### config.mk
export PLATFORM = sky130hd
export DESIGN_NAME = ttns_elapsed
export DESIGN_NICKNAME = d
export VERILOG_FILES = /design/src/rtl/core/ttns_pkg.sv /design/src/rtl/core/ttns_elapsed.sv
export SDC_FILE = /design/constraint.sdc
export NUM_CORES = 1
export LEC_CHECK = 0
export BUFFER_PORTS_ARGS = -buffer_cell sky130_fd_sc_hd__clkbuf_2
export CAP_MARGIN = 15
export CORE_UTILIZATION = 57
export CTS_CLUSTER_SIZE = 40
export DETAILED_ROUTE_END_ITERATION = 8
export HOLD_SLACK_MARGIN = 0.08
export PLACE_DENSITY_LB_ADDON = 0.15
export SLEW_MARGIN = 30
export SYNTH_ARGS = -nofsm -noshare
export SYNTH_HDL_FRONTEND = slang
export SYNTH_SLANG_ARGS = --single-unit
### constraint.sdc
create_clock -name clk -period 5.2 [get_ports clk]
set_clock_uncertainty 0.05 [all_clocks]
set_input_delay 0 -clock clk [delete_from_list [all_inputs] [get_ports clk]]
set_output_delay 0 -clock clk [all_outputs]
set_load 0.005 [all_outputs]
### src/rtl/core/ttns_pkg.sv
// ----------------------------------------------------------------------------
// ttns_pkg - shared types and constants of the note sequencer
// Word layouts, request and register codes, sequencer states and the address
// fold used to bring a byte address into the note memory range.
// ----------------------------------------------------------------------------
package ttns_pkg;

  localparam int unsigned NOTE_DEPTH_DEF = 256;
  localparam int unsigned US_PER_MS      = 1000;
  localparam int unsigned TIME_W         = 48;
  localparam int unsigned SONG_W         = 9;
  localparam int unsigned FREQ_W         = 16;
  localparam int unsigned MS_W           = 16;
  // Largest note length in microseconds is 65535 * 1000, which fits 26 bits
  localparam int unsigned NEED_W         = $clog2(65535 * US_PER_MS + 1);

  // Request codes
  localparam logic [2:0] REQ_WRITE   = 3'd0;
  localparam logic [2:0] REQ_PLAY_FX = 3'd1;
  localparam logic [2:0] REQ_PLAY_BG = 3'd2;
  localparam logic [2:0] REQ_STOP    = 3'd3;
  localparam logic [2:0] REQ_CHECK   = 3'd4;

  // Configuration register indexes
  localparam logic CFG_MUSIC_MUTED   = 1'b0;
  localparam logic CFG_EFFECTS_MUTED = 1'b1;

  // Track slots
  localparam logic TRK_FX = 1'b0;
  localparam logic TRK_BG = 1'b1;

  typedef struct packed {
    logic [2:0]        req_type;
    logic [7:0]        entry_addr;
    logic [FREQ_W-1:0] entry_freq;
    logic [MS_W-1:0]   entry_ms;
    logic [7:0]        song_start;
    logic [SONG_W-1:0] song_notes;
    logic              song_repeats;
    logic [TIME_W-1:0] now_us;
  } in_word_t;

  typedef struct packed {
    logic [FREQ_W-1:0] tone_freq;
    logic              effect_busy;
    logic              music_busy;
  } out_word_t;

  typedef struct packed {
    logic [FREQ_W-1:0] freq;
    logic [MS_W-1:0]   len_ms;
  } note_t;

  localparam int unsigned NOTE_W = $bits(note_t);

  typedef enum logic [2:0] {
    ST_IDLE,
    ST_PLAY_RD,
    ST_CHK_START,
    ST_CHK_LEN,
    ST_CHK_CMP,
    ST_CHK_FRQ,
    ST_DONE
  } seq_state_t;

  // Remainder of a byte address by the memory depth: restoring steps with
  // shifted copies of the depth, each a narrow compare and subtract.
  function automatic logic [8:0] wrap_addr(input logic [7:0] v, input int unsigned depth);
    logic [9:0]      r;
    longint unsigned step;
    r = {2'b00, v};
    for (int k = 8; k >= 0; k--) begin
      step = longint'(depth) << k;
      if (step <= 64'd511) begin
        if (r >= 10'(step)) begin
          r = r - 10'(step);
        end
      end
    end
    return r[8:0];
  endfunction

endpackage

### src/rtl/core/ttns_elapsed.sv
// ----------------------------------------------------------------------------
// ttns_elapsed - note length check
// Register the note length in microseconds and the time since note start,
// then compare in the following cycle.
// ----------------------------------------------------------------------------
module ttns_elapsed (
  input  logic                         clk,
  input  logic [ttns_pkg::TIME_W-1:0]  now_us,
  input  logic [ttns_pkg::TIME_W-1:0]  since_us,
  input  logic [ttns_pkg::MS_W-1:0]    len_ms,
  output logic                         elapsed
);
  import ttns_pkg::*;

  logic [NEED_W-1:0] need_r, need_nxt;
  logic [TIME_W-1:0] diff_r, diff_nxt;
  logic              ge_r, ge_nxt;
  logic [TIME_W:0]   sub;

  always_comb begin
    need_nxt = NEED_W'(len_ms) * NEED_W'(US_PER_MS);
    sub      = {1'b0, now_us} - {1'b0, since_us};
    diff_nxt = sub[TIME_W-1:0];
    // clock running back means the note has not elapsed
    ge_nxt   = !sub[TIME_W];
  end

  always_ff @(posedge clk) begin
    need_r <= need_nxt;
    diff_r <= diff_nxt;
    ge_r   <= ge_nxt;
  end

  assign elapsed = ge_r && (diff_r >= TIME_W'(need_r));

endmodule

Word level (Yosys, flattened, before mapping)
Cells that the tools add are included.

Flip-flop bits (word level): 72. Word-level logic and storage cells: 8. Input bits: 113.

Reductions and logical operators: 2. Multiply operators: 1. Order comparisons: 1. Add/sub/neg operators: 1.

Operators with widths (count): $sub A48 B48 Y49 (1); $ge A48 B26 Y1 (1); $mul A16 B7 Y23 const B (1); $logic_and A1 B1 Y1 (1); $logic_not A1 Y1 (1).

Logic depth before layout (Yosys ltp)
Gate-level depths: netlist of run 1.

Depth after elaboration: 2. Depth in mapped cells: 15. Depth with buffers taken out: 15.

Worst setup path before layout of run 1
No wires, ideal clock.

Kind: input -> register. Start: input len_ms[5] (netlist name). End: register need_r[23]. Stages on the path: 15. Library setup time: 72 ps. Setup slack: 1161 ps. Arrival time: 3917 ps. Path through: inv_1 fa_1 fa_1 fa_1 fa_1 inv_1 ha_1 a21oi_1 o21ai_0 a311o_1 a21oi_1 nand2b_1 a21oi_1 a311oi_1 xnor2_1.

Longest elaborated chain between the ends: 1.

Ends and longest elaborated chain: start, declared (line ttns_elapsed.sv:10) `input logic [ttns_pkg::MS_W-1:0] len_ms,`; $mul A16 B7 Y23 (line ttns_elapsed.sv:21) `need_nxt = NEED_W'(len_ms) * NEED_W'(US_PER_MS);`; net need_nxt[23] (line ttns_elapsed.sv:15) `logic [NEED_W-1:0] need_r, need_nxt;`; end signal, assigned (line ttns_elapsed.sv:29) `need_r <= need_nxt;`; end, declared (line ttns_elapsed.sv:15).

The timed path passes the listed nets, and every way through them passes these cells.

Final worst setup path of run 1
Start: input len_ms[3] (netlist name). End: register need_r[23].

Same word-level chain as after synthesis.

==> results of run 1 <==
## cells in the mapped netlist (3+ instances only)
cell type,count,area [sq um]
nand2b_1,10,62.56
mux2i_1,3,30.03
nor3_1,14,70.07
nor2_1,52,195.2
or4_1,4,30.03
o21ai_1,4,20.02
and2_1,5,31.28
nor4_1,7,43.79
xor2_1,19,166.4
a31oi_1,3,18.77
and3_1,7,43.79
a21oi_1,79,395.4
o21a_1,10,75.07
buf_2,3,15.01
a311o_1,3,30.03
or3_1,3,18.77
a311oi_1,3,26.28
nor2b_1,4,25.02
nand2_1,51,191.4
inv_1,165,619.3
nand4_1,14,87.58
xnor2_1,39,341.6
fa_1,55,1101
o211ai_1,9,67.56
o21ai_0,37,185.2
clkbuf_1,10,37.54
a21o_1,37,277.8
dfxtp_1,72,1441
a211oi_1,3,22.52
ha_1,124,1551
nand3_1,16,80.08
o21bai_1,14,105.1
## through the flow
stage | area, sq um | setup slack (ns)
floorplan | 7812 | 1.161
global placement | 8534 | 0.8458
CTS | 9191 | 0.5449
global route | 9191 | 0.3119
finish | 9191 | 0.5333
detailed placement | 8534 | 0.7141
## cells by family (layout without fill, tap and decap cells)
family | after synthesis | in the layout | synth area share [%]
xor gates and xnor gates | 58 | 58 | 6.502
and+or+nand+nor | 198 | 198 | 12.57
adders and majority gates | 179 | 179 | 33.95
muxes | 3 | 3 | 0.3844
AOI/OAI and AO/OA | 232 | 232 | 19.39
DFF | 72 | 72 | 18.45
buffers and inverters | 179 | 325 | 8.744
## worst max-delay path, delay by kind of cell
| kind | cells | cell delay [ns] |
|---|---|---|
| adder cells (fa/ha/maj) | 5 | 2.34 |
| buffers and inverters | 4 | 0.81 |
| AND/OR/NAND/NOR | 1 | 0.15 |
| AO/OA/AOI/OAI | 6 | 1.41 |
| XOR/XNOR | 1 | 0.16 |
## path summary, 6_finish.rpt
check	to	depth (start not counted)	slack, ns
hold / removal	diff_r[25]$_DFF_P_	4	0.1
setup / recovery	need_r[23]$_DFF_P_	17	0.53
## per-layer routing
layer	wire length, um	vias to the layer above
met5	0	-
met4	178	0
met3	834	16
met2	8009	160
met1	8123	3153
li1	-	3433
## state kept, by name, indices dropped and copies added (netlist names)
register and count:
need_r 23, ge_r 1, diff_r 48
## power by group
part / internal [W] / leakage [nW] / switching, W
Combinational: 0.000987 / 4.00 / 0.00120
Sequential: 0.000745 / 0.607 / 0.0000463
Clock: 0.000481 / 0.170 / 0.000229
## timing repair
action / 4_1_cts / 5_1_grt
resized for setup: 0 / 0
endpoints found under the setup margin: 0 / 0
hold buffers: 31 / 0
endpoints found under the hold margin: 23 / 0
## cell usage in the layout (no fill, tap or decap), types with 4 or more instances in the layout
cell type	count
clkbuf_16	9
nor2b_1	4
a21o_1	37
inv_1	165
dfxtp_1	72
and3_1	7
o21bai_1	14
ha_1	124
and2_1	5
xor2_1	19
nand2b_1	10
nor3_1	14
nand3_1	16
nand4_1	14
or4_1	4
fa_1	55
nor4_1	7
nand2_1	51
o21ai_1	4
o21a_1	10
a21oi_1	79
dlygate4sd3_1	31
clkbuf_2	113
xnor2_1	39
nor2_1	52
o21ai_0	37
o211ai_1	9
## final cells by class
type / count / share of cell area [%]
inverters: 165 / 6.738
clock inverters: 5 / 1.130
repair buffers: 144 / 9.529
well taps: 176 / 2.396
multi-input cells: 670 / 61.88
clock buffers: 11 / 2.641
flip-flops and latches: 72 / 15.68
==> results.toml, run 1 <==
[status]
status = "finished clean"

[floorplan]
fp.dieH_um = 119.1
start_util_pct = 58.76
core-area_sq_um = 13300
dieWidth_um = 119.1
placementRows = 42
ios = 114
die-area_sq_um = 14180

[detailed_routing]
initialDrtViolationCount = 342
drt_pass1_iterations = 5
route.vias.total = 6762
detail_route.wl_per_cell_um = 13.79
drc_errors = 0
route.antenna.remaining_nets = 0
wl_um = 17150
via_per_inst = 5.440

[worst_setup_path]
critical_path_peak_fanout = 4
crit_top_cell = "fa_1"
criticalPathCategory = "primary input to flop"
slowest_stage = "fa_1"
arrival_ns = 4.87
critPathMaxStageDelay_ns = 0.57
setup.worst_path.start_class = "primary input"
cp_cell_sequence = "dlygate4sd3_1 > clkbuf_2 > inv_1 > fa_1 > fa_1 > fa_1 > fa_1 > inv_1 > ha_1 > a21oi_1 > o21ai_0 > a311o_1 > a21oi_1 > nand2b_1 > a21oi_1 > a311oi_1 > xnor2_1"
crit_path_end_kind = "flop"
startpoint = "len_ms[3]"
critPathRequiredTime_ns = 5.41

[grt]
grt_pass1_vias = 6546
antenna_found_initial = 0
gr-total-overflow = 0
grt_first_pass_wirelength_um = 29440
grt_max_degree = 13
use_met1_pct = 34.28
grt_use_met3_pct = 4.023
grt.total_usage_pct = 25.71
busiest_layer = "met2"
grt_use_met2_pct = 43.79

[synthesis]
avgSynthCellArea_sq_um = 8.483
netlist_instances = 921
yosysSeqAreaShare_pct = 18.45
synth_edf_count = 0
synth.distinct_cells = 63
syn_area_sq_um = 7812
synth_flop_cell = "dfxtp_1"
syn-num-nets = 1213
synth_async_sr_flop_share_pct = 0
ys_ff_latch = 72
synth_warnings = 0

[power]
power.density_nw_per_um2 = 401.1
ir_worst_vdd_mv = 0.2564
leakagePower_nw = 4.782
p_total_w = 0.003686

[clocking]
cts_htree_levels = 3
cts_tree = "yes"
cts_buffer_depth = 2
post_cts_buffers = 0
cts.sinks = 72
cts_buffers = 9
clkTransAtPathRegs_ns = 0.06
cts_root_buf = "clkbuf_16"

[timing]
hold_violations = 0
holdWs_ns = 0.09552
finalCritPeriodShare_pct = 89.74
rsz0062_at_grt = "false"
setup_viol_count_final = 0
fmax_mhz = 214.3
setup_tns_ns = 0
fin_crit_ns = 4.667
worst_pin_slew_ns = 0.5522
slew_headroom_pct = 62.80
finalMaxSlewViolations = 0

[placement]
io_buffers = 113
post-dp-hpwl_um = 14100
place_congestion = 0.9240
placed_cells = 1196

[min_path]
hold_start = "since_us[25]"
min_path_type = "primary input to flop"

[layout]
num-fill-cells = 1144
regArea_sq_um = 1441
final_cells = 1243
diodes = 0
fin_util_pct = 69.13
syn_to_final_growth_pct = 17.65
drive_gt1_share_pct = 13.12
multiInputGateArea_sq_um = 5688
fin_nets = 1354

[flow_run]
cap_viol_max_count = 0
Power figures use the tool's default switching activity.
==> run 2: changes to the inputs <==
- CELL_PAD_IN_SITES_DETAIL_PLACEMENT: default -> 1
- CELL_PAD_IN_SITES_GLOBAL_PLACEMENT: default -> 2
- CORE_UTILIZATION: 57 -> 36
==> results.toml, run 2 (same netlist as run 1, synthesis figures left out) <==
[status]
status = "finished clean"

[worst_setup_path]
critPathRequiredTime_ns = 5.41
criticalPathCategory = "primary input to flop"
arrival_ns = 4.88
crit_path_end_kind = "flop"
critical_path_peak_fanout = 4
setup.worst_path.start_class = "primary input"

[timing]
rsz0062_at_grt = "false"
finalCritPeriodShare_pct = 89.92
setup_tns_ns = 0
holdWs_ns = 0.08395
setup_viol_count_final = 0
hold_violations = 0
worst_pin_slew_ns = 0.5483
fin_crit_ns = 4.676
finalMaxSlewViolations = 0
fmax_mhz = 213.9
slew_headroom_pct = 63.20

[detailed_routing]
wl_um = 19100
detail_route.wl_per_cell_um = 14.35
drt_pass1_iterations = 4
via_per_inst = 4.998
route.antenna.remaining_nets = 0
drc_errors = 0
route.vias.total = 6653
initialDrtViolationCount = 148

[floorplan]
dieWidth_um = 149.3
start_util_pct = 36.93
die-area_sq_um = 22300
core-area_sq_um = 21150
fp.dieH_um = 149.3
placementRows = 53
ios = 114

[layout]
final_cell_mix = "inv_1 (165), ha_1 (124), clkbuf_2 (113)"
syn_to_final_growth_pct = 17.60
largestRegisters = "diff_r: 48 flops, need_r: 23 flops, ge_r: 1 flops"
top_register = "diff_r"
fin_util_pct = 43.43
diodes = 0
fin_nets = 1343
largest_reg_flops = 48
drive_gt1_share_pct = 13.35
layout_commonest_cell = "inv_1"

[clocking]
clkTransAtPathRegs_ns = 0.06
post_cts_buffers = 0
cts.sinks = 72
cts_buffers = 9
cts_htree_levels = 3
cts_root_buf = "clkbuf_16"
cts_buffer_depth = 2
cts_tree = "yes"

[power]
power.density_nw_per_um2 = 401.6
ir_worst_vdd_mv = 0.1980
leakagePower_nw = 4.725

[placement]
place_congestion = 0.8177
post-dp-hpwl_um = 16760
io_buffers = 113

[grt]
grt_max_degree = 14
grt_pass1_vias = 7018
grt_first_pass_wirelength_um = 32620
grt.total_usage_pct = 18.18
antenna_found_initial = 0
gr-total-overflow = 0

[flow_run]
cap_viol_max_count = 0

[min_path]
min_path_type = "primary input to flop"
[run 2: worst max-delay path: stages]
cell,delay [ns]
dlygate4sd3_1,0.52
clkbuf_2,0.15
inv_1,0.11
fa_1,0.58
fa_1,0.45
fa_1,0.52
fa_1,0.52
inv_1,0.04
ha_1,0.33
a21oi_1,0.21
o21ai_0,0.15
a311o_1,0.34
a21oi_1,0.27
nand2b_1,0.15
a21oi_1,0.09
a311oi_1,0.33
xnor2_1,0.15
[run 2: cell type report]
type                            instances  area (sq um)
Multi-Input combinational cell        670          5688
Fill cell                            2561         11970
Inverter                              165         619.3
Timing Repair Buffer                  133         765.7
Tap cell                              275         344.1
Clock buffer                           10         239.0
Clock inverter                          6         90.09
Sequential cell                        72          1441
[run 2: path summary, 6_finish.rpt]
check | startpoint | endpoint | slack [ns] | cells after the start
worst min-delay path | since_us[6] | diff_r[6]$_DFF_P_ | 0.08 | 4
worst max-delay path | len_ms[3] | need_r[23]$_DFF_P_ | 0.52 | 17
[run 2: per-stage QoR]
stage / area (sq um) / instances / worst slack, ns / power [W]
3_3_place_gp: 8658 / 1295 / 0.7772 / 0.003045
3_5_place_dp: 8658 / 1295 / 0.6851 / 0.003073
6_report: 9188 / 1331 / 0.5242 / 0.003689
2_1_floorplan: 7812 / 921 / 1.161 / 0.002500
4_1_cts: 9188 / 1331 / 0.5175 / 0.003775
5_1_grt: 9188 / 1331 / 0.1497 / 0.004111
[run 2: power by group]
| part | internal, W | total [W] | switching (W) |
|---|---|---|---|
| registers | 0.000746 | 0.000795 | 0.0000491 |
| logic | 0.000990 | 0.00224 | 0.00125 |
| clock network | 0.000434 | 0.000659 | 0.000225 |
| total | 0.00217 | 0.00369 | 0.00152 |
[run 2: repair_timing]
| item | CTS | global route |
|---|---|---|
| endpoints found under the hold margin | 16 | 0 |
| resized for setup | 0 | 0 |
| hold buffers | 20 | 0 |
[run 2: metal layers]
metal	wire (um)	vias up	global-route usage (%)
met4	170	0	3.265
met1	8533	3157	21.88
met2	9959	84	34.51
met5	0	-	0
li1	-	3399	-
met3	441	13	2.110
