`src/rtl/core/ttns_pkg.sv`:
```
// ----------------------------------------------------------------------------
// ttns_pkg - shared types and constants of the note sequencer
// Word layouts, request and register codes, sequencer states and the address
// fold used to bring a byte address into the note memory range.
// ----------------------------------------------------------------------------
package ttns_pkg;

  localparam int unsigned NOTE_DEPTH_DEF = 256;
  localparam int unsigned US_PER_MS      = 1000;
  localparam int unsigned TIME_W         = 48;
  localparam int unsigned SONG_W         = 9;
  localparam int unsigned FREQ_W         = 16;
  localparam int unsigned MS_W           = 16;
  // Largest note length in microseconds is 65535 * 1000, which fits 26 bits
  localparam int unsigned NEED_W         = $clog2(65535 * US_PER_MS + 1);

  // Request codes
  localparam logic [2:0] REQ_WRITE   = 3'd0;
  localparam logic [2:0] REQ_PLAY_FX = 3'd1;
  localparam logic [2:0] REQ_PLAY_BG = 3'd2;
  localparam logic [2:0] REQ_STOP    = 3'd3;
  localparam logic [2:0] REQ_CHECK   = 3'd4;

  // Configuration register indexes
  localparam logic CFG_MUSIC_MUTED   = 1'b0;
  localparam logic CFG_EFFECTS_MUTED = 1'b1;

  // Track slots
  localparam logic TRK_FX = 1'b0;
  localparam logic TRK_BG = 1'b1;

  typedef struct packed {
    logic [2:0]        req_type;
    logic [7:0]        entry_addr;
    logic [FREQ_W-1:0] entry_freq;
    logic [MS_W-1:0]   entry_ms;
    logic [7:0]        song_start;
    logic [SONG_W-1:0] song_notes;
    logic              song_repeats;
    logic [TIME_W-1:0] now_us;
  } in_word_t;

  typedef struct packed {
    logic [FREQ_W-1:0] tone_freq;
    logic              effect_busy;
    logic              music_busy;
  } out_word_t;

  typedef struct packed {
    logic [FREQ_W-1:0] freq;
    logic [MS_W-1:0]   len_ms;
  } note_t;

  localparam int unsigned NOTE_W = $bits(note_t);

  typedef enum logic [2:0] {
    ST_IDLE,
    ST_PLAY_RD,
    ST_CHK_START,
    ST_CHK_LEN,
    ST_CHK_CMP,
    ST_CHK_FRQ,
    ST_DONE
  } seq_state_t;

  // Remainder of a byte address by the memory depth: restoring steps with
  // shifted copies of the depth, each a narrow compare and subtract.
  function automatic logic [8:0] wrap_addr(input logic [7:0] v, input int unsigned depth);
    logic [9:0]      r;
    longint unsigned step;
    r = {2'b00, v};
    for (int k = 8; k >= 0; k--) begin
      step = longint'(depth) << k;
      if (step <= 64'd511) begin
        if (r >= 10'(step)) begin
          r = r - 10'(step);
        end
      end
    end
    return r[8:0];
  endfunction

endpackage

```
`src/rtl/core/ttns_seq.sv`:
```
// ----------------------------------------------------------------------------
// ttns_seq - request sequencer and track state
// Take one request at a time, walk the note memory reads it needs, update
// the two tracks and the tone, and hold the result word for the receiver.
// ----------------------------------------------------------------------------
module ttns_seq #(
  parameter int unsigned NOTE_DEPTH = ttns_pkg::NOTE_DEPTH_DEF,
  localparam int unsigned AW        = $clog2(NOTE_DEPTH)
) (
  input  logic                        clk,
  input  logic                        rst_n,
  input  logic                        in_valid,
  output logic                        in_stall,
  input  ttns_pkg::in_word_t          in_data,
  output logic                        out_valid,
  input  logic                        out_stall,
  output ttns_pkg::out_word_t         out_data,
  input  logic                        cfg_we,
  input  logic                        cfg_index,
  input  logic                        cfg_wdata,
  output logic                        mem_we,
  output logic [AW-1:0]               mem_addr,
  output ttns_pkg::note_t             mem_wdata,
  input  ttns_pkg::note_t             mem_rdata,
  output logic [ttns_pkg::TIME_W-1:0] chk_now,
  output logic [ttns_pkg::TIME_W-1:0] chk_since,
  input  logic                        chk_elapsed
);
  import ttns_pkg::*;

  seq_state_t        state_r, state_nxt;
  logic              music_muted_r, music_muted_nxt;
  logic              effects_muted_r, effects_muted_nxt;
  logic [FREQ_W-1:0] sounding_r, sounding_nxt;
  logic              trk_r, trk_nxt;
  logic              act_r, act_nxt;
  logic [TIME_W-1:0] now_r, now_nxt;
  logic              out_valid_r, out_valid_nxt;
  out_word_t         out_data_r, out_data_nxt;

  // track slots, indexed by TRK_FX / TRK_BG
  logic [1:0]        on_r, on_nxt;
  logic [1:0]        loop_r, loop_nxt;
  logic [AW-1:0]     base_r [2];
  logic [AW-1:0]     base_nxt [2];
  logic [AW-1:0]     addr_r [2];
  logic [AW-1:0]     addr_nxt [2];
  logic [SONG_W-1:0] count_r [2];
  logic [SONG_W-1:0] count_nxt [2];
  logic [SONG_W-1:0] pos_r [2];
  logic [SONG_W-1:0] pos_nxt [2];
  logic [TIME_W-1:0] since_r [2];
  logic [TIME_W-1:0] since_nxt [2];

  logic              accept;
  logic [AW+8:0]     wr_ext, st_ext;
  logic [AW-1:0]     wr_addr, start_addr;
  logic [AW:0]       addr_inc;
  logic [AW-1:0]     step_addr, new_addr;
  logic [SONG_W-1:0] pos_inc, new_pos;
  logic              wrap_song, goes_on;
  logic              leave, live;
  logic              start_trk;
  logic              start_snd;

  assign accept = in_valid && !in_stall;

  // fold byte addresses into the memory range
  assign wr_ext     = {AW'(0), wrap_addr(in_data.entry_addr, NOTE_DEPTH)};
  assign st_ext     = {AW'(0), wrap_addr(in_data.song_start, NOTE_DEPTH)};
  assign wr_addr    = wr_ext[AW-1:0];
  assign start_addr = st_ext[AW-1:0];

  // advance of the current track by one note
  assign addr_inc  = {1'b0, addr_r[trk_r]} + (AW+1)'(1);
  assign step_addr = (addr_inc == (AW+1)'(NOTE_DEPTH)) ? '0 : addr_inc[AW-1:0];
  assign pos_inc   = pos_r[trk_r] + SONG_W'(1);
  assign wrap_song = loop_r[trk_r] && (pos_inc == count_r[trk_r]);
  assign new_pos   = wrap_song ? '0 : pos_inc;
  assign new_addr  = wrap_song ? base_r[trk_r] : step_addr;
  assign goes_on   = wrap_song || (pos_inc < count_r[trk_r]);

  assign chk_now   = now_r;
  assign chk_since = since_r[trk_r];

  always_comb begin
    state_nxt         = state_r;
    music_muted_nxt   = music_muted_r;
    effects_muted_nxt = effects_muted_r;
    sounding_nxt      = sounding_r;
    trk_nxt           = trk_r;
    act_nxt           = act_r;
    now_nxt           = now_r;
    out_valid_nxt     = out_valid_r && out_stall;
    out_data_nxt      = out_data_r;
    on_nxt            = on_r;
    loop_nxt          = loop_r;
    base_nxt          = base_r;
    addr_nxt          = addr_r;
    count_nxt         = count_r;
    pos_nxt           = pos_r;
    since_nxt         = since_r;
    mem_we            = 1'b0;
    mem_addr          = addr_r[trk_r];
    mem_wdata         = '{freq: in_data.entry_freq, len_ms: in_data.entry_ms};
    in_stall          = (state_r != ST_IDLE);
    leave             = 1'b0;
    live              = 1'b0;
    start_trk         = TRK_FX;
    start_snd         = 1'b0;

    if (cfg_we) begin
      case (cfg_index)
        CFG_MUSIC_MUTED:   music_muted_nxt   = cfg_wdata;
        CFG_EFFECTS_MUTED: effects_muted_nxt = cfg_wdata;
        default: ;
      endcase
    end

    case (state_r)
      ST_IDLE: begin
        if (accept) begin
          now_nxt   = in_data.now_us;
          state_nxt = ST_DONE;
          case (in_data.req_type)
            REQ_WRITE: begin
              mem_we   = 1'b1;
              mem_addr = wr_addr;
            end
            REQ_PLAY_FX: begin
              if (!effects_muted_r) begin
                start_trk = TRK_FX;
                start_snd = 1'b1;
              end
            end
            REQ_PLAY_BG: begin
              if (!music_muted_r) begin
                start_trk = TRK_BG;
                start_snd = !on_r[TRK_FX];
              end
            end
            REQ_STOP: begin
              if (!(music_muted_r && effects_muted_r)) begin
                on_nxt       = 2'b00;
                sounding_nxt = '0;
              end
            end
            REQ_CHECK: begin
              if (!(music_muted_r && effects_muted_r)) begin
                trk_nxt   = TRK_FX;
                act_nxt   = 1'b1;
                state_nxt = ST_CHK_START;
              end
            end
            default: ;
          endcase

          // start or clear a track for a play request that is not muted
          if ((in_data.req_type == REQ_PLAY_FX && !effects_muted_r) ||
              (in_data.req_type == REQ_PLAY_BG && !music_muted_r)) begin
            if (in_data.song_notes == '0) begin
              on_nxt[start_trk] = 1'b0;
            end else begin
              on_nxt[start_trk]    = 1'b1;
              base_nxt[start_trk]  = start_addr;
              addr_nxt[start_trk]  = start_addr;
              count_nxt[start_trk] = in_data.song_notes;
              loop_nxt[start_trk]  = in_data.song_repeats;
              pos_nxt[start_trk]   = '0;
              since_nxt[start_trk] = in_data.now_us;
              mem_addr             = start_addr;
              act_nxt              = start_snd;
              state_nxt            = ST_PLAY_RD;
            end
          end
        end
      end

      ST_PLAY_RD: begin
        if (act_r) begin
          sounding_nxt = mem_rdata.freq;
        end
        state_nxt = ST_DONE;
      end

      ST_CHK_START: begin
        if (!on_r[trk_r]) begin
          leave = 1'b1;
        end else begin
          state_nxt = ST_CHK_LEN;
        end
      end

      ST_CHK_LEN: begin
        state_nxt = ST_CHK_CMP;
      end

      ST_CHK_CMP: begin
        if (!chk_elapsed) begin
          leave = 1'b1;
          live  = 1'b1;
        end else begin
          since_nxt[trk_r] = now_r;
          if (goes_on) begin
            pos_nxt[trk_r]  = new_pos;
            addr_nxt[trk_r] = new_addr;
            if (act_r) begin
              mem_addr  = new_addr;
              state_nxt = ST_CHK_FRQ;
            end else begin
              leave = 1'b1;
              live  = 1'b1;
            end
          end else begin
            if (act_r) begin
              sounding_nxt = '0;
            end
            on_nxt[trk_r] = 1'b0;
            leave         = 1'b1;
          end
        end
      end

      ST_CHK_FRQ: begin
        sounding_nxt = mem_rdata.freq;
        leave        = 1'b1;
        live         = 1'b1;
      end

      ST_DONE: begin
        if (!out_valid_r || !out_stall) begin
          out_valid_nxt = 1'b1;
          out_data_nxt  = '{tone_freq:   sounding_r,
                            effect_busy: on_r[TRK_FX],
                            music_busy:  on_r[TRK_BG]};
          state_nxt     = ST_IDLE;
        end
      end

      default: state_nxt = ST_IDLE;
    endcase

    // move from effects to music, music sounds only if effects went quiet
    if (leave) begin
      if (trk_r == TRK_FX) begin
        trk_nxt   = TRK_BG;
        act_nxt   = !live;
        state_nxt = ST_CHK_START;
      end else begin
        state_nxt = ST_DONE;
      end
    end
  end

  always_ff @(posedge clk) begin
    if (!rst_n) begin
      state_r         <= ST_IDLE;
      music_muted_r   <= 1'b0;
      effects_muted_r <= 1'b0;
      sounding_r      <= '0;
      on_r            <= 2'b00;
      out_valid_r     <= 1'b0;
    end else begin
      state_r         <= state_nxt;
      music_muted_r   <= music_muted_nxt;
      effects_muted_r <= effects_muted_nxt;
      sounding_r      <= sounding_nxt;
      on_r            <= on_nxt;
      out_valid_r     <= out_valid_nxt;
    end
  end

  always_ff @(posedge clk) begin
    trk_r      <= trk_nxt;
    act_r      <= act_nxt;
    now_r      <= now_nxt;
    out_data_r <= out_data_nxt;
    loop_r     <= loop_nxt;
    base_r     <= base_nxt;
    addr_r     <= addr_nxt;
    count_r    <= count_nxt;
    pos_r      <= pos_nxt;
    since_r    <= since_nxt;
  end

  assign out_valid = out_valid_r;
  assign out_data  = out_data_r;

endmodule

```
`config.mk`:
```
export PLATFORM = sky130hd
export DESIGN_NAME = ttns_seq
export DESIGN_NICKNAME = d
export VERILOG_FILES = /design/src/rtl/core/ttns_pkg.sv /design/src/rtl/core/ttns_seq.sv
export SDC_FILE = /design/constraint.sdc
export NUM_CORES = 1
export LEC_CHECK = 0
export ABC_CLOCK_PERIOD_IN_PS = 9400
export BUFFER_PORTS_ARGS = -buffer_cell sky130_fd_sc_hd__buf_2
export CAP_MARGIN = 40
export CORE_ASPECT_RATIO = 1.5
export CORE_UTILIZATION = 45
export DETAILED_ROUTE_END_ITERATION = 7
export PLACE_DENSITY_LB_ADDON = 0.1
export SYNTH_ARGS = -nofsm -noshare
export SYNTH_HDL_FRONTEND = slang
export SYNTH_SLANG_ARGS = --single-unit
export TNS_END_PERCENT = 1
```
`constraint.sdc`:
```
create_clock -name clk -period 9.4 [get_ports clk]
set_input_delay 2.82 -clock clk [delete_from_list [all_inputs] [get_ports clk]]
set_output_delay 2.82 -clock clk [all_outputs]
set_load 0.005 [all_outputs]
```
# Word level (Yosys, flattened, before mapping)

Cells that the tools add are included.

$add $sub $neg: 2
$lt $le $gt $ge: 9
Equal/unequal tests: 29
Mux-type cells: 136
Bitwise operators: 11
Reductions and logical operators: 36

Operators with widths:

| cell                                          | count |
|---|---|
| 2-to-1 mux 96 bit                             | 4 |
| 2-to-1 mux 48 bit                             | 5 |
| bitwise mux 96 bit                            | 2 |
| 2-to-1 mux 16 bit                             | 12 |
| one-hot mux 96 bit (2 select lines)           | 1 |
| 2-to-1 mux 8 bit                              | 17 |
| demux 48 bit (select 1 bit)                   | 2 |
| 2-to-1 mux 18 bit                             | 5 |
| 2-to-1 mux 9 bit                              | 9 |
| one-hot mux 16 bit (4 select lines)           | 1 |
| bitwise mux 16 bit                            | 3 |
| 2-to-1 mux 1 bit                              | 37 |
| bitwise mux 18 bit                            | 2 |
| 2-to-1 mux 3 bit                              | 12 |
| one-hot mux 18 bit (2 select lines)           | 1 |
| one-hot mux 16 bit (2 select lines)           | 1 |
| one-hot mux 3 bit (7 select lines)            | 1 |
| inequality test 2 bit (second input constant) | 10 |
| bitwise AND 18 bit                            | 1 |
| demux 9 bit (select 1 bit)                    | 2 |
| 2-to-1 mux 2 bit                              | 9 |
| inequality test 3 bit (second input constant) | 6 |
| NOT 18 bit                                    | 1 |
| demux 8 bit (select 1 bit)                    | 2 |
| other kinds (38)                              | 77 |

Flip-flop bits (word level): 258
Output and inout bits: 157
Logic and storage cells: 246

# Logic depth before layout (Yosys ltp)

Gate-level depths: netlist of the first run.

Word-level depth: 16
Gate-level depth with buffers: 21
Gate-level depth less buffers: 15

# Least setup slack after synthesis of the first run

No wires, ideal clock.

Kind: input-to-output
Start: input port in_valid
End: output port mem_addr[2]
Arrival: 5,142 ps
Slack: 1,438 ps
Stages: 6
Cells stage by stage: nor2b_1 > nand2_1 > inv_1 > clkbuf_1 > a22oi_1 > o21ai_1

Cells in the longest elaborated chain, start to end: 3

RTL lines:

| element                            | RTL line        | source |
|---|---|---|
| start, declared                    | ttns_seq.sv:12  | `input logic in_valid,` |
| logical AND 1 bit                  | ttns_seq.sv:66  | `assign accept = in_valid && !in_stall;` |
| 2-to-1 mux 8 bit                   | ttns_seq.sv:122 | `if (accept) begin` |
| one-hot mux 8 bit (2 select lines) | ttns_seq.sv:120 | `case (state_r)` |
| end, declared                      | ttns_seq.sv:22  | `output logic [AW-1:0] mem_addr,` |

No other way between the ends.

# Final worst setup path of the first run

Start: input port in_data[107] (netlist name)
End: output port mem_addr[2]

Cells in the longest elaborated chain, start to end: 6
Elaborated cells on any way between the ends: 11
Those cells by class: eq/ne (2); mux (5); reduce/logical (4)

RTL lines:

| element                                              | RTL line                         | source |
|---|---|---|
| start, declared                                      | ttns_seq.sv:14                   | `input ttns_pkg::in_word_t in_data,` |
| zero test 3 bit (tied with other cells)              | ttns_seq.sv:125                  | `case (in_data.req_type)` |
| 2-to-1 mux 8 bit (tied with other cells)             | ttns_seq.sv:125                  |  |
| 2-to-1 mux 8 bit or logical OR 1 bit (tied branches) | ttns_seq.sv:161, ttns_seq.sv:159 |  |
| 2-to-1 mux 8 bit (*)                                 | ttns_seq.sv:159                  | `if ((in_data.req_type == REQ_PLAY_FX && !effects_muted_r) \|\|` |
| 2-to-1 mux 8 bit (*)                                 | ttns_seq.sv:122                  |  |
| one-hot mux 8 bit (2 select lines) (*)               | ttns_seq.sv:120                  |  |

Mark *: on every way between the ends. The rest lies on a longest branch, timed or not.

==> results.sh, run 1 <==
export IMPL_antenna_found_initial=1
export IMPL_totalPowerFinal_mw=3.77
export IMPL_synth_top_cell_area_share_pct=58.5
export IMPL_die_w_um=135
export IMPL_area_growth_pct=16.7
export IMPL_yosysTopAreaCell="edfxtp_1"
export IMPL_synth_avg_cell_area_um2=13.9
export IMPL_clkSinkCount=258
export IMPL_routabilityCongestion=0.852
export IMPL_start_util_pct=45.9
export IMPL_core_area_um2=25900
export IMPL_cellLeakagePower_nw=5.34
export IMPL_path_common_cell="buf_2"
export IMPL_end_kind="primary output"
export IMPL_synth_async_reset_ratio_pct=0
export IMPL_reg2reg_from="trk_r"
export IMPL_nets=1200
export IMPL_wire_per_inst_um=21.4
export IMPL_hold_path_class="flop to flop"
export IMPL_hold_end="out_data[13]"
export IMPL_crit_family="simple AND/OR/NAND/NOR gates"
export IMPL_drc_errors=0
export IMPL_grt_use_total_pct=21.8
export IMPL_fin_hold_ws_ps=433
export IMPL_synthCells=858
export IMPL_via_per_inst=5.82
export IMPL_power_density_nw_per_um2=271
export IMPL_cp_required_ps=6580
export IMPL_drt_total_wl_um=29800
export IMPL_cts_hold_buf=0
export IMPL_synthesis_area_um2=11900
export IMPL_final_cell_mix="edfxtp_1 (232), buf_2 (226), a22o_1 (132)"
export IMPL_slowest_stage="and2_1"
export IMPL_cts_root_buffer="clkbuf_16"
export IMPL_grt_overflow_total=0
export IMPL_hold_depth=0
export IMPL_grt_pass1_wl_um=45600
export IMPL_dr_first_iter_drc_count=436
export IMPL_yosysWarnings=0
export IMPL_cts_repair_resized=0
export IMPL_synth_edf_count=232
export IMPL_grt_max_degree=58
export IMPL_path_buf_inv=2
export IMPL_ys_seq_area_share_pct=62.8
export IMPL_drive_gt1_share_pct=33.9
export IMPL_cts_tree="done"
export IMPL_report_final_slew_viol_count=0
export IMPL_htreeDepth=1
export IMPL_critPathMaxFanout=18
export IMPL_dr_pass1_iters=5
export IMPL_clockBufferDepth=3
export IMPL_r2r_cells=13
export IMPL_dr_total_vias=8102
export IMPL_dpl_cell_area_um2=13100
export IMPL_finalSetupTns_ps=0
export IMPL_max_stage_delay_ps=680
export IMPL_io_pins=306
export IMPL_crit_type="input pin to primary output"
export IMPL_r2r_setup_slack_ps=4470
export IMPL_final_min_clock_period_ps=8010
export IMPL_rows=72
export IMPL_max_cap_viol_count=0
export IMPL_fin_area_um2=13900
export IMPL_maxSlewHeadroom_pct=42.2
export IMPL_fin_crit_sh_pct=85.2
export IMPL_io_buffers=225
export IMPL_synth_main_ff_cell="edfxtp_1"
export IMPL_insertion_delay_ps=540
export IMPL_max_slew_worst_pin_slew_ps=864
export IMPL_final_common_cell="edfxtp_1"
export IMPL_final_hold_viol_count=0
export IMPL_crit_chain="buf_2, or3b_1, a21oi_1, and2_1, mux2_2, a22oi_1, o21ai_1, buf_2"
export IMPL_drtAntennaViolNets=0
export IMPL_start_kind="input pin"
export IMPL_status="completed"
export IMPL_grt_pass1_vias=8115
export IMPL_min_from="sounding_r[11]"
export IMPL_synth_area_leaders="edfxtp_1 (58%), a22o_1 (9.7%), mux2_2 (5.3%)"
export IMPL_post_cts_setup_buffers=0
export IMPL_numCtsBuffers=25
export IMPL_ys_ff_latch=258
export IMPL_fin_util_pct=53.6
export IMPL_ir_drop_mv=0.155
export IMPL_max_freq_mhz=125
export IMPL_chipHeight_um=201
export IMPL_clock_skew_ps=21.8
export IMPL_die_area_um2=27100
export IMPL_r2r_end="pos_r[7]"
export IMPL_clkTransAtPathRegs_ps=60
export IMPL_ys_types=64
export IMPL_hpwl_um=19200
export IMPL_rsz0062_at_grt="no"
export IMPL_synth_nets=1018
export IMPL_arrival_ps=5190
export IMPL_setup_viol=0
-- state kept, by name, indices dropped and copies added, names as in the netlist, 3 cells and up --
| name | cells |
|---|---|
| addr_r | 16 |
| base_r | 16 |
| chk_now | 48 |
| count_r | 18 |
| out_data | 18 |
| pos_r | 18 |
| since_r | 96 |
| sounding_r | 16 |
| state_r | 3 |
-- layer usage --
| layer | GRT usage (%) | wire [um] | vias to the layer above |
|---|---|---|---|
| met5 | 0 | 0 | - |
| met4 | 8.99 | 889 | 0 |
| met3 | 4.01 | 1980 | 61 |
| met2 | 37.6 | 14900 | 353 |
| met1 | 26.6 | 12000 | 3968 |
| li1 | - | - | 3720 |
-- worst max path at each step --
stage,start,end,slack (ps),cells past startpoint
after floorplan,in_valid,mem_addr[2],1440,6
after global placement,in_data[107],mem_addr[2],1490,8
after detailed placement,in_data[106],mem_addr[2],1470,8
after CTS,in_data[107],mem_addr[2],1470,8
after global routing,in_data[107],mem_addr[2],1250,8
final,in_data[107],mem_addr[2],1390,8
-- cell type report --
type	instances	area (um2)
Sequential cell	258	7490
Antenna cell	1	2.50
Tap cell	333	417
Multi-Input combinational cell	502	3900
Inverter	11	41.3
Clock buffer	34	733
Clock inverter	10	56.3
Fill cell	2226	12000
Timing Repair Buffer	242	1270
-- worst register-to-register path, stage by stage (launching register included) --
cell and delay [ps]:
dfxtp_4 790, mux2_2 320, ha_1 200, o21ai_0 160
nor2_1 190, nand2_1 120, xnor2_1 270, inv_1 90
ha_1 340, nand4_1 130, or4b_4 690, and2_4 240
o31a_1 330, nor2_1 680
-- through the flow --
step,setup WS [ps],instances
final,1390,1391
after global routing,1250,1391
after CTS,1470,1390
after detailed placement,1470,1346
after global placement,1490,1341
after floorplan,1440,858
-- cells by family after synthesis --
logic type | Yosys count | synth area share [%]
compound gates | 248 | 16.2
xor+xnor | 15 | 1.10
fa+ha+maj | 11 | 1.15
buf+inv | 98 | 4.92
flops | 258 | 62.8
mux | 83 | 7.57
simple gates | 145 | 6.17
-- cell usage after synthesis, types with 11 or more instances --
library cell	instances
nand3_1	16
nand2_1	45
mux2i_1	26
clkbuf_1	18
o21ai_0	30
edfxtp_1	232
buf_2	22
buf_4	41
inv_1	11
dfxtp_1	26
nor2_1	28
a21oi_1	25
a22o_1	132
ha_1	11
mux2_2	56
-- power breakdown --
| part | internal, mW | switching, mW |
|---|---|---|
| sequential | 1.53 | 0.120 |
| combinational | 0.474 | 0.675 |
| clock | 0.547 | 0.422 |
Note: power is estimated with default switching activity, not from simulation.
==> run 2: changes to the inputs <==
Settings changed: PLACE_DENSITY set to 0.81, PLACE_DENSITY_LB_ADDON 0.1 to unset.
==> results.sh, run 2 (synthesis gave the netlist of run 1 again) <==
export IMPL_status="completed"
export IMPL_clockBufferDepth=3
export IMPL_grt_max_degree=70
export IMPL_drt_total_wl_um=29500
export IMPL_r2r_end="pos_r[16]"
export IMPL_r2r_cells=14
export IMPL_netSwitchingPower_mw=1.23
export IMPL_setup_viol=0
export IMPL_arrival_ps=5200
export IMPL_rows=72
export IMPL_insertion_delay_ps=530
export IMPL_reg2reg_from="trk_r"
export IMPL_regMostFlops="since_r"
export IMPL_drc_errors=0
export IMPL_drtAntennaViolNets=0
export IMPL_max_freq_mhz=125
export IMPL_max_slew_worst_pin_slew_ps=885
export IMPL_htreeDepth=1
export IMPL_start_util_pct=45.9
export IMPL_final_cell_mix="edfxtp_1 (232), buf_2 (226), a22o_1 (132)"
export IMPL_die_area_um2=27100
export IMPL_ir_drop_mv=0.177
export IMPL_power_density_nw_per_um2=277
export IMPL_area_growth_pct=17.5
export IMPL_core_area_um2=25900
export IMPL_clock_skew_ps=11.5
export IMPL_final_common_cell="edfxtp_1"
export IMPL_cts_repair_resized=0
export IMPL_maxSlewHeadroom_pct=41.0
export IMPL_timing_final_ws_setup_ps=1380
export IMPL_rsz0062_at_grt="no"
export IMPL_largest_register_ffs=96
export IMPL_dpl_worst_slack_ps=1410
export IMPL_dr_total_vias=8210
export IMPL_chipHeight_um=201
export IMPL_grt_pass1_vias=8448
export IMPL_swShare_pct=31.6
export IMPL_hpwl_um=19500
export IMPL_cts_root_buffer="clkbuf_16"
export IMPL_hold_end="out_data[3]"
export IMPL_drive_gt1_share_pct=34.2
export IMPL_slowest_stage="and2_1"
export IMPL_routabilityCongestion=0.860
export IMPL_min_from="sounding_r[1]"
export IMPL_dr_first_iter_drc_count=524
export IMPL_critPathMaxFanout=18
export IMPL_crit_type="input pin to primary output"
export IMPL_r2r_setup_slack_ps=4480
export IMPL_cp_required_ps=6580
export IMPL_via_per_inst=5.89
export IMPL_p_clk_share_pct=28.1
export IMPL_final_min_clock_period_ps=8020
export IMPL_max_stage_delay_ps=650
export IMPL_die_w_um=135
export IMPL_path_common_cell="buf_2"
export IMPL_dr_pass1_iters=5
export IMPL_wire_per_inst_um=21.2
export IMPL_finalSetupTns_ps=0
export IMPL_cellLeakagePower_nw=5.40
export IMPL_report_final_slew_viol_count=0
export IMPL_numCtsBuffers=25
export IMPL_fin_crit_sh_pct=85.3
export IMPL_p_int_mw=2.65
export IMPL_max_cap_viol_count=0
export IMPL_grt_pass1_wl_um=44900
export IMPL_cts_tree="done"
export IMPL_dpl_cell_area_um2=13100
export IMPL_grt_use_total_pct=21.5
export IMPL_end_kind="primary output"
export IMPL_fin_util_pct=54.0
export IMPL_clkTransAtPathRegs_ps=60
export IMPL_start_kind="input pin"
export IMPL_nets=1201
export IMPL_post_cts_setup_buffers=0
export IMPL_antenna_found_initial=2
export IMPL_final_hold_viol_count=0
export IMPL_io_buffers=225
export IMPL_p_seq_share_pct=42.1
export IMPL_totalPowerFinal_mw=3.88
export IMPL_io_pins=306
export IMPL_clkSinkCount=258
export IMPL_fin_area_um2=14000
export IMPL_grt_overflow_total=0
export IMPL_startpoint="in_data[106]"
export IMPL_cts_hold_buf=0
export IMPL_hold_path_class="flop to flop"
export IMPL_hold_depth=0
export IMPL_combPwrFrac_pct=29.8
export IMPL_crit_chain="buf_2, or3b_1, a21oi_1, and2_1, mux2_2, a22oi_1, o21ai_1, buf_2"
## run 2: layer usage
layer / global-route usage, % / wire (um)
met3: 3.68 / 1950
met4: 11.1 / 1330
met5: 0 / 0
met1: 23.4 / 10600
met2: 39.4 / 15600
## run 2: through the flow
| stage | hold WS [ps] | instances |
|---|---|---|
| 3_3_place_gp | 415 | 1343 |
| 2_1_floorplan | 409 | 858 |
| 5_1_grt | 455 | 1394 |
| 6_report | 440 | 1394 |
| 3_5_place_dp | 417 | 1347 |
| 4_1_cts | 433 | 1392 |
## run 2: area by class of cell
cell class / instances / area (um2)
flip-flops and latches: 258 / 7490
inverters: 11 / 41.3
clock inverters: 18 / 251
clock buffers: 27 / 633
fillers: 2150 / 11900
well taps: 333 / 417
multi-input cells: 502 / 3890
diodes: 2 / 5.00
repair buffers: 243 / 1280
## run 2: critical path: cells and delay by family
| family | cells | cell delay (ps) |
|---|---|---|
| AOI/OAI and AO/OA | 3 | 670 |
| buffers and inverters | 2 | 260 |
| muxes | 1 | 400 |
| and+or+nand+nor | 2 | 1030 |
## run 2: power groups by stage
stage / clock network [mW] / registers [mW] / logic [mW]
after floorplan: 0 / 1.63 / 0.769
after global placement: 0 / 1.67 / 1.10
after detailed placement: 0 / 1.66 / 1.15
after CTS: 1.11 / 1.64 / 1.16
after global routing: 1.15 / 1.66 / 1.26
final: 1.09 / 1.64 / 1.16
## run 2: worst max path at each step
| stage | endpoint | slack, ps | cells after the start |
|---|---|---|---|
| after global routing | mem_addr[2] | 1270 | 8 |
| after detailed placement | mem_addr[2] | 1410 | 8 |
| after global placement | mem_addr[2] | 1420 | 8 |
| after floorplan | mem_addr[2] | 1440 | 6 |
| after CTS | mem_addr[2] | 1400 | 8 |
| final | mem_addr[2] | 1380 | 8 |
